### src/rtl/fpa_pkg.sv
`default_nettype none
// ----------------------------------------------------------------------------
// Fixed partition allocator package
// Shared widths, codes and word types of the partition allocator.
// ----------------------------------------------------------------------------
package fpa_pkg;

  localparam int NUM_PARTS  = 8;
  localparam int SIZE_WIDTH = 16;
  localparam int SLOT_W     = 3;
  localparam int CNT_W      = 4;
  localparam int POL_W      = 2;
  localparam int FUNC_W     = 2;
  localparam int CFG_IDX_W  = 1;
  localparam int CFG_DATA_W = 4;

  localparam logic [FUNC_W-1:0] FUNC_LOAD  = 2'd0;
  localparam logic [FUNC_W-1:0] FUNC_CLEAR = 2'd1;
  localparam logic [FUNC_W-1:0] FUNC_ALLOC = 2'd2;

  localparam logic [POL_W-1:0] POL_FIRST = 2'd0;
  localparam logic [POL_W-1:0] POL_BEST  = 2'd1;
  localparam logic [POL_W-1:0] POL_WORST = 2'd2;
  localparam logic [POL_W-1:0] POL_NEXT  = 2'd3;

  localparam logic [CFG_IDX_W-1:0] REG_FIT_POLICY      = 1'd0;
  localparam logic [CFG_IDX_W-1:0] REG_PARTITION_COUNT = 1'd1;

  localparam logic [POL_W-1:0] POLICY_RESET = POL_FIRST;
  localparam logic [CNT_W-1:0] COUNT_RESET  = 4'd8;

  typedef struct packed {
    logic [FUNC_W-1:0]     func;
    logic [SLOT_W-1:0]     part_slot;
    logic [SIZE_WIDTH-1:0] size_value;
  } fpa_item_t;

  typedef struct packed {
    logic                  granted;
    logic [SLOT_W-1:0]     chosen_slot;
    logic [SIZE_WIDTH-1:0] chosen_size;
    logic [SIZE_WIDTH-1:0] hole_size;
  } fpa_result_t;

  // Search word that walks down the row of cells, one cell per cycle.
  typedef struct packed {
    logic                  valid;
    logic [SIZE_WIDTH-1:0] req;
    logic                  found;
    logic [SLOT_W-1:0]     idx;
    logic [SIZE_WIDTH-1:0] size;
  } fpa_scan_t;

  // Control broadcast from the top level to every cell.
  typedef struct packed {
    logic [POL_W-1:0]      policy;
    logic [CNT_W-1:0]      count;
    logic [SLOT_W-1:0]     start;
    logic                  load_en;
    logic [SLOT_W-1:0]     load_slot;
    logic [SIZE_WIDTH-1:0] load_size;
    logic                  mark_en;
    logic [SLOT_W-1:0]     mark_slot;
    logic                  clear_all;
  } fpa_ctrl_t;

endpackage : fpa_pkg
`default_nettype wire

### src/rtl/fpa_cell.sv
`default_nettype none
// ----------------------------------------------------------------------------
// Partition cell
// Holds one partition size and its used flag, and updates the search word
// that passes through it with this partition if it is a better fit.
// ----------------------------------------------------------------------------
module fpa_cell
  import fpa_pkg::*;
#(
  parameter int CELL_INDEX = 0
) (
  input  wire logic      clk,
  input  wire logic      rst,
  input  wire fpa_ctrl_t ctrl,
  input  wire fpa_scan_t scan_in,
  output fpa_scan_t      scan_out
);

  localparam logic [SLOT_W-1:0] MY_SLOT  = SLOT_W'(CELL_INDEX);
  localparam logic [CNT_W-1:0]  MY_COUNT = CNT_W'(CELL_INDEX);

  logic [SIZE_WIDTH-1:0] size;
  logic                  used;
  logic                  fits;
  logic                  better;
  fpa_scan_t             scan_next;

  always_ff @(posedge clk) begin
    if (ctrl.load_en && ctrl.load_slot == MY_SLOT) begin
      size <= ctrl.load_size;
    end
  end

  always_ff @(posedge clk) begin
    if (rst || ctrl.clear_all) begin
      used <= 1'b0;
    end else if (ctrl.mark_en && ctrl.mark_slot == MY_SLOT) begin
      used <= 1'b1;
    end
  end

  always_comb begin
    fits = scan_in.valid && (MY_COUNT < ctrl.count) && !used && (size >= scan_in.req);
    unique case (ctrl.policy)
      POL_FIRST: better = !scan_in.found;
      POL_BEST:  better = !scan_in.found || (size < scan_in.size);
      POL_WORST: better = !scan_in.found || (size > scan_in.size);
      POL_NEXT:  better = !scan_in.found ||
                          ((scan_in.idx < ctrl.start) && (MY_SLOT >= ctrl.start));
    endcase
    scan_next = scan_in;
    if (fits && better) begin
      scan_next.found = 1'b1;
      scan_next.idx   = MY_SLOT;
      scan_next.size  = size;
    end
  end

  always_ff @(posedge clk) begin
    if (rst) begin
      scan_out <= '0;
    end else begin
      scan_out <= scan_next;
    end
  end

endmodule : fpa_cell
`default_nettype wire

### src/rtl/fixed_partition_allocator.sv
`default_nettype none
// ----------------------------------------------------------------------------
// Fixed partition allocator
// Partition table with used flags that grants requests by first, best,
// worst or next fit, built as a row of partition cells.
// ----------------------------------------------------------------------------
// A load or clear word raises no busy. An allocate word raises busy while
// its search word walks the row of 8 cells, one cell per cycle; the result
// is shown on result with done high for one cycle, and busy falls as done
// rises, so the next word may be taken while done is high. No new word is
// taken until the last allocation's result is shown. The result cannot be
// held off, so it must be taken in the cycle it is shown.
module fixed_partition_allocator
  import fpa_pkg::*;
(
  input  wire logic                  clk,
  input  wire logic                  rst,
  input  wire logic                  start,
  output logic                       busy,
  input  wire fpa_item_t             item,
  input  wire logic                  cfg_we,
  input  wire logic [CFG_IDX_W-1:0]  cfg_index,
  input  wire logic [CFG_DATA_W-1:0] cfg_data,
  output logic                       done,
  output fpa_result_t                result
);

  localparam logic [CNT_W-1:0] MAX_COUNT = CNT_W'(NUM_PARTS);

  logic [POL_W-1:0]  fit_policy;
  logic [CNT_W-1:0]  partition_count;
  logic [SLOT_W-1:0] next_start;
  logic [SLOT_W-1:0] next_start_next;
  logic [CNT_W-1:0]  active_count;
  logic [CNT_W-1:0]  after_pick;
  logic              accept;
  fpa_ctrl_t         ctrl;
  fpa_scan_t         head;
  fpa_scan_t         scan_w [NUM_PARTS+1];
  fpa_scan_t         tail;
  fpa_result_t       result_next;

  assign accept    = start && !busy;
  assign scan_w[0] = head;
  assign tail      = scan_w[NUM_PARTS];

  always_ff @(posedge clk) begin
    if (rst) begin
      fit_policy      <= POLICY_RESET;
      partition_count <= COUNT_RESET;
    end else if (cfg_we) begin
      unique case (cfg_index)
        REG_FIT_POLICY:      fit_policy      <= cfg_data[POL_W-1:0];
        REG_PARTITION_COUNT: partition_count <= cfg_data;
      endcase
    end
  end

  always_comb begin
    active_count = (partition_count > MAX_COUNT) ? MAX_COUNT : partition_count;
    after_pick   = CNT_W'(tail.idx) + CNT_W'(1);

    ctrl.policy    = fit_policy;
    ctrl.count     = active_count;
    ctrl.start     = (CNT_W'(next_start) < active_count) ? next_start : '0;
    ctrl.load_en   = accept && item.func == FUNC_LOAD;
    ctrl.load_slot = item.part_slot;
    ctrl.load_size = item.size_value;
    ctrl.mark_en   = tail.valid && tail.found;
    ctrl.mark_slot = tail.idx;
    ctrl.clear_all = accept && item.func == FUNC_CLEAR;

    head       = '0;
    head.valid = accept && item.func == FUNC_ALLOC;
    head.req   = item.size_value;

    priority if (ctrl.clear_all) begin
      next_start_next = '0;
    end else if (ctrl.mark_en) begin
      next_start_next = (after_pick >= active_count) ? '0 : after_pick[SLOT_W-1:0];
    end else begin
      next_start_next = next_start;
    end

    result_next = '0;
    if (tail.found) begin
      result_next.granted     = 1'b1;
      result_next.chosen_slot = tail.idx;
      result_next.chosen_size = tail.size;
      result_next.hole_size   = tail.size - tail.req;
    end
  end

  for (genvar i = 0; i < NUM_PARTS; i++) begin : g_cell
    fpa_cell #(
      .CELL_INDEX(i)
    ) u_cell (
      .clk     (clk),
      .rst     (rst),
      .ctrl    (ctrl),
      .scan_in (scan_w[i]),
      .scan_out(scan_w[i+1])
    );
  end

  always_ff @(posedge clk) begin
    if (rst) begin
      busy       <= 1'b0;
      done       <= 1'b0;
      next_start <= '0;
    end else begin
      next_start <= next_start_next;
      done       <= tail.valid;
      if (head.valid) begin
        busy <= 1'b1;
      end else if (tail.valid) begin
        busy <= 1'b0;
      end
    end
  end

  always_ff @(posedge clk) begin
    if (tail.valid) begin
      result <= result_next;
    end
  end

`ifndef ASSERT_OFF
  a_tail_only_when_busy: assert property (@(posedge clk) disable iff (rst)
    tail.valid |-> busy)
    else $error("Search word left the row while no allocation was pending.");

  a_result_latency: assert property (@(posedge clk) disable iff (rst)
    (accept && item.func == FUNC_ALLOC) |-> ##(NUM_PARTS+1) done)
    else $error("Allocate word did not give its result on time.");

  a_single_strobe: assert property (@(posedge clk) disable iff (rst)
    done |=> !done)
    else $error("Result strobe held for more than one cycle.");

  a_fail_zero: assert property (@(posedge clk) disable iff (rst)
    (done && !result.granted) |->
      (result.chosen_slot == '0 && result.chosen_size == '0 && result.hole_size == '0))
    else $error("Failed request carries nonzero fields.");

  a_hole_bound: assert property (@(posedge clk) disable iff (rst)
    (done && result.granted) |-> (result.hole_size <= result.chosen_size))
    else $error("Hole exceeds the granted partition size.");
`endif

endmodule : fixed_partition_allocator
`default_nettype wire

### config.mk
export PLATFORM = sky130hd
export DESIGN_NAME = fixed_partition_allocator
export DESIGN_NICKNAME = d
export VERILOG_FILES = /design/src/rtl/fpa_pkg.sv /design/src/rtl/fpa_cell.sv /design/src/rtl/fixed_partition_allocator.sv
export SDC_FILE = /design/constraint.sdc
export NUM_CORES = 1
export LEC_CHECK = 0
export BUFFER_PORTS_ARGS = -buffer_cell sky130_fd_sc_hd__buf_2
export CORE_UTILIZATION = 55
export CTS_CLUSTER_DIAMETER = 150
export CTS_CLUSTER_SIZE = 12
export DETAILED_ROUTE_END_ITERATION = 8
export GPL_TIMING_DRIVEN = 0
export HOLD_SLACK_MARGIN = 0.06
export MAX_ROUTING_LAYER = met4
export PLACE_DENSITY = 0.78
export SLEW_MARGIN = 20
export SYNTH_ARGS = -nofsm -noshare
export SYNTH_HDL_FRONTEND = slang
export SYNTH_SLANG_ARGS = --single-unit
export TNS_END_PERCENT = 100
### constraint.sdc
create_clock -name clk -period 5.7 [get_ports clk]
set_input_delay 0.285 -clock clk [delete_from_list [all_inputs] [get_ports clk]]
set_output_delay 0.285 -clock clk [all_outputs]
set_load 0.01 [all_outputs]
==> results.md <==
- WL final: 57700 um
- Vias: 16300
- Post-synth EDFFs: 164
- CP Max Fanout: 10
- RSZ-0062 raised after global routing: false
- Max-slew violations: 0
- WL/cell: 19.8 um
- Post-synthesis register bit count: 472
- Vias per cell: 5.59
- Worst Max-Slew Pin Slew: 1.16 ns
- Sequential share of power: 0.536
- IO Port Bufs: 67
- CP Launch Type: register
- Post-CTS Repair Setup Buffers: 0
- Period utilisation layout: 0.659
- Final hold violations: 0
- Power density over cell area: 261 nW/um2
- Status: completed
- Asr flop ratio synth: 0
- FP Rows: 74
- Remaining Overflow, GRT: 0
- Pre-CTS setup slack: 2.06 ns
- Reg clk slew, reported paths: 0.06 ns
- Total power: 6600 uW
- CTS tree: built
- Met1 WL: 22500 um
- Num CTS Buffers: 45
- DP HPWL: 45100 um
- Crit Path Category: reg -> reg
- Resize count post-CTS: 0
- Peak VDD IR: 0.266 mV
- Die width: 205 um
- Mapped Avg Cell Area: 10.2 um2
- I/O pin cnt: 68
- NetSw: 1470 uW
- Core area: 40700 um2
- GP Congestion: 1.01
- TNS Setup: 0 ns
- Syn_nets: 2520
- First-pass GRT wire length: 89400 um
- Worst rel slew slack: 0.227
- Critical path endpoint category: register
- Met3 WL: 2810 um
- DIE HEIGHT: 205 um
- Clk network pwr share: 0.415
- Combinational share of power: 0.049
- Hold-fix buffers at CTS: 14
- Setup ws final: 1.94 ns
- Worst-Skew Late Latency: 0.58 ns
- GRT Util Overall: 0.288
- Worst EP required: 6.20 ns
- Number of fill cells in the layout: 3314
- Largest net degree at the start of global routing: 32
- Main flop type after synthesis: dfxtp_1
- P&R area growth vs syn: 11.2%
- CTS Buffer Depth: 3
- Top routing layer used: met4
- Final setup fails: 0
- Metal2 WL: 29500 um
- Root Buffer: clkbuf_16
- Yosys cell types: 78
- YS warnings: 0
- FMAX: 266 MHz
- Share of post-route cells with drive strength above 1: 0.0751
- Mapped Cells: 2217
- CP arrival: 4.26 ns
- Minimum clock period: 3.76 ns
- Switching share of power: 0.224
- Routed Antenna Nets: 0
- DP Cell Count: 2823
- Initial antenna violation count: 2
- Fin nets: 2655
- DRT iter0 DRCs: 1059
- Starting density of the core: 0.557
- P_int: 5120 uW
- Worst hold-check path type: in -> reg
- Sequential area share after synthesis: 0.489
- Pre-antenna DRT Iters: 5
- Cell Area, Synth: 22700 um2
- Number of inserted diodes: 0
- P_leak: 0.00950 uW
- Max Cap Violations: 0
- Clock Skew: 0.0228 ns
- Vias in the first global route: 16800
- Fin cells: 2917
- CTS sink count: 472
- Post-route DRC: 0
- H-tree levels: 2
- DIE AREA: 42100 um2
path summary, 6_finish.rpt:
| check | endpoint | startpoint | slack (ns) | cells past startpoint |
|---|---|---|---|---|
| worst max-delay path | g_cell[5].u_cell.scan_out[8] | partition_count[2] | 1.94 | 15 |
| worst min-delay path | g_cell[6].u_cell.size[1] | item[1] | 0.09 | 1 |
| worst max register to register | g_cell[5].u_cell.scan_out[8] | partition_count[2] | 1.94 | 15 |
| worst min register to register | g_cell[1].u_cell.scan_out[29] | g_cell[0].u_cell.scan_out[29] | 0.44 | 2 |
cells in the mapped netlist, types with 32 or more instances:
| master | number | area [um2] |
|---|---|---|
| nor2_1 | 244 | 916 |
| inv_1 | 272 | 1020 |
| nand2_1 | 139 | 522 |
| o21ai_0 | 58 | 290 |
| a21oi_1 | 88 | 440 |
| dfxtp_1 | 308 | 6170 |
| and2_1 | 32 | 200 |
| clkbuf_1 | 54 | 203 |
| ha_1 | 272 | 3400 |
| nor3b_1 | 39 | 293 |
| mux2i_1 | 101 | 1010 |
| nor2b_1 | 42 | 263 |
| nand3_1 | 55 | 275 |
| edfxtp_1 | 164 | 4920 |
| nand4_1 | 41 | 257 |
| a21o_1 | 37 | 278 |
kinds of logic after synthesis:
kind of cell	count (synthesis)	synth area share
adders and majority gates	274	0.151
muxes	103	0.0456
buffers and inverters	351	0.0622
DFF	472	0.489
AOI/OAI and AO/OA	342	0.108
and+or+nand+nor	669	0.142
xor gates and xnor gates	6	0.00231
worst max-delay path: stages, from the launching register on:
cell      delay [ns]
dfxtp_1         0.30
buf_2           0.22
nand2_1         0.12
ha_1            0.30
o21ai_1         0.09
o21ai_0         0.68
ha_1            0.36
or2_2           0.27
o31a_1          0.12
a211oi_1        0.26
o21ai_1         0.10
nand2_1         0.09
o211a_1         0.18
buf_6           0.17
buf_6           0.19
mux2i_1         0.20
power by group through the flow:
stage          clock network [uW]  logic (uW)  registers, uW
3_3_place_gp                    0         300           3610
6_report                     2740         324           3530
5_1_grt                      2920         354           3540
3_5_place_dp                    0         312           3610
2_1_floorplan                   0         184           3600
4_1_cts                      2780         321           3530
flip-flops by register name (all words and copies together) (netlist names):
signal	count
g_cell.u_cell.scan_out	289
g_cell.u_cell.size	128
result	36
g_cell.u_cell.used	8
partition_count	4
next_start	3
fit_policy	2
busy	1
done	1
layout make-up:
| cell class | instances | area (um2) | area share |
|---|---|---|---|
| buffer | 78 | 388 | 0.0154 |
| clock buffer | 78 | 1270 | 0.0503 |
| clock inverter | 2 | 25.0 | 0.000991 |
| inverter | 273 | 1020 | 0.0406 |
| multi-input combinational | 1394 | 10200 | 0.405 |
| sequential | 472 | 11100 | 0.439 |
| tap | 532 | 666 | 0.0264 |
| timing repair buffer | 88 | 559 | 0.0221 |
metal layers:
| layer | GRT usage | up-vias |
|---|---|---|
| met3 | 0.0306 | 160 |
| li1 | - | 7963 |
| met4 | 0.152 | 0 |
| met1 | 0.310 | 7688 |
| met5 | - | - |
| met2 | 0.521 | 506 |
placed cells by master, fill, tap and decap left out, drive strengths merged, types with 42 or more instances in the layout:
| cell | instances |
|---|---|
| dfxtp | 308 |
| ha | 272 |
| o21ai | 62 |
| nand3 | 55 |
| nor2 | 244 |
| nor2b | 42 |
| mux2i | 102 |
| a21oi | 88 |
| edfxtp | 164 |
| clkbuf | 132 |
| nand2 | 140 |
| buf | 98 |
| inv | 274 |
metrics by stage:
stage | hold WS, ns | instance area (um2) | util
finish | 0.0907 | 25300 | 0.620
global route | 0.0810 | 25300 | 0.620
global placement | 0.435 | 23700 | 0.582
detailed placement | 0.436 | 23800 | 0.585
floorplan | 0.371 | 22700 | -
CTS | 0.0710 | 25300 | 0.620
No activity file was read; power rests on OpenSTA's default activity.
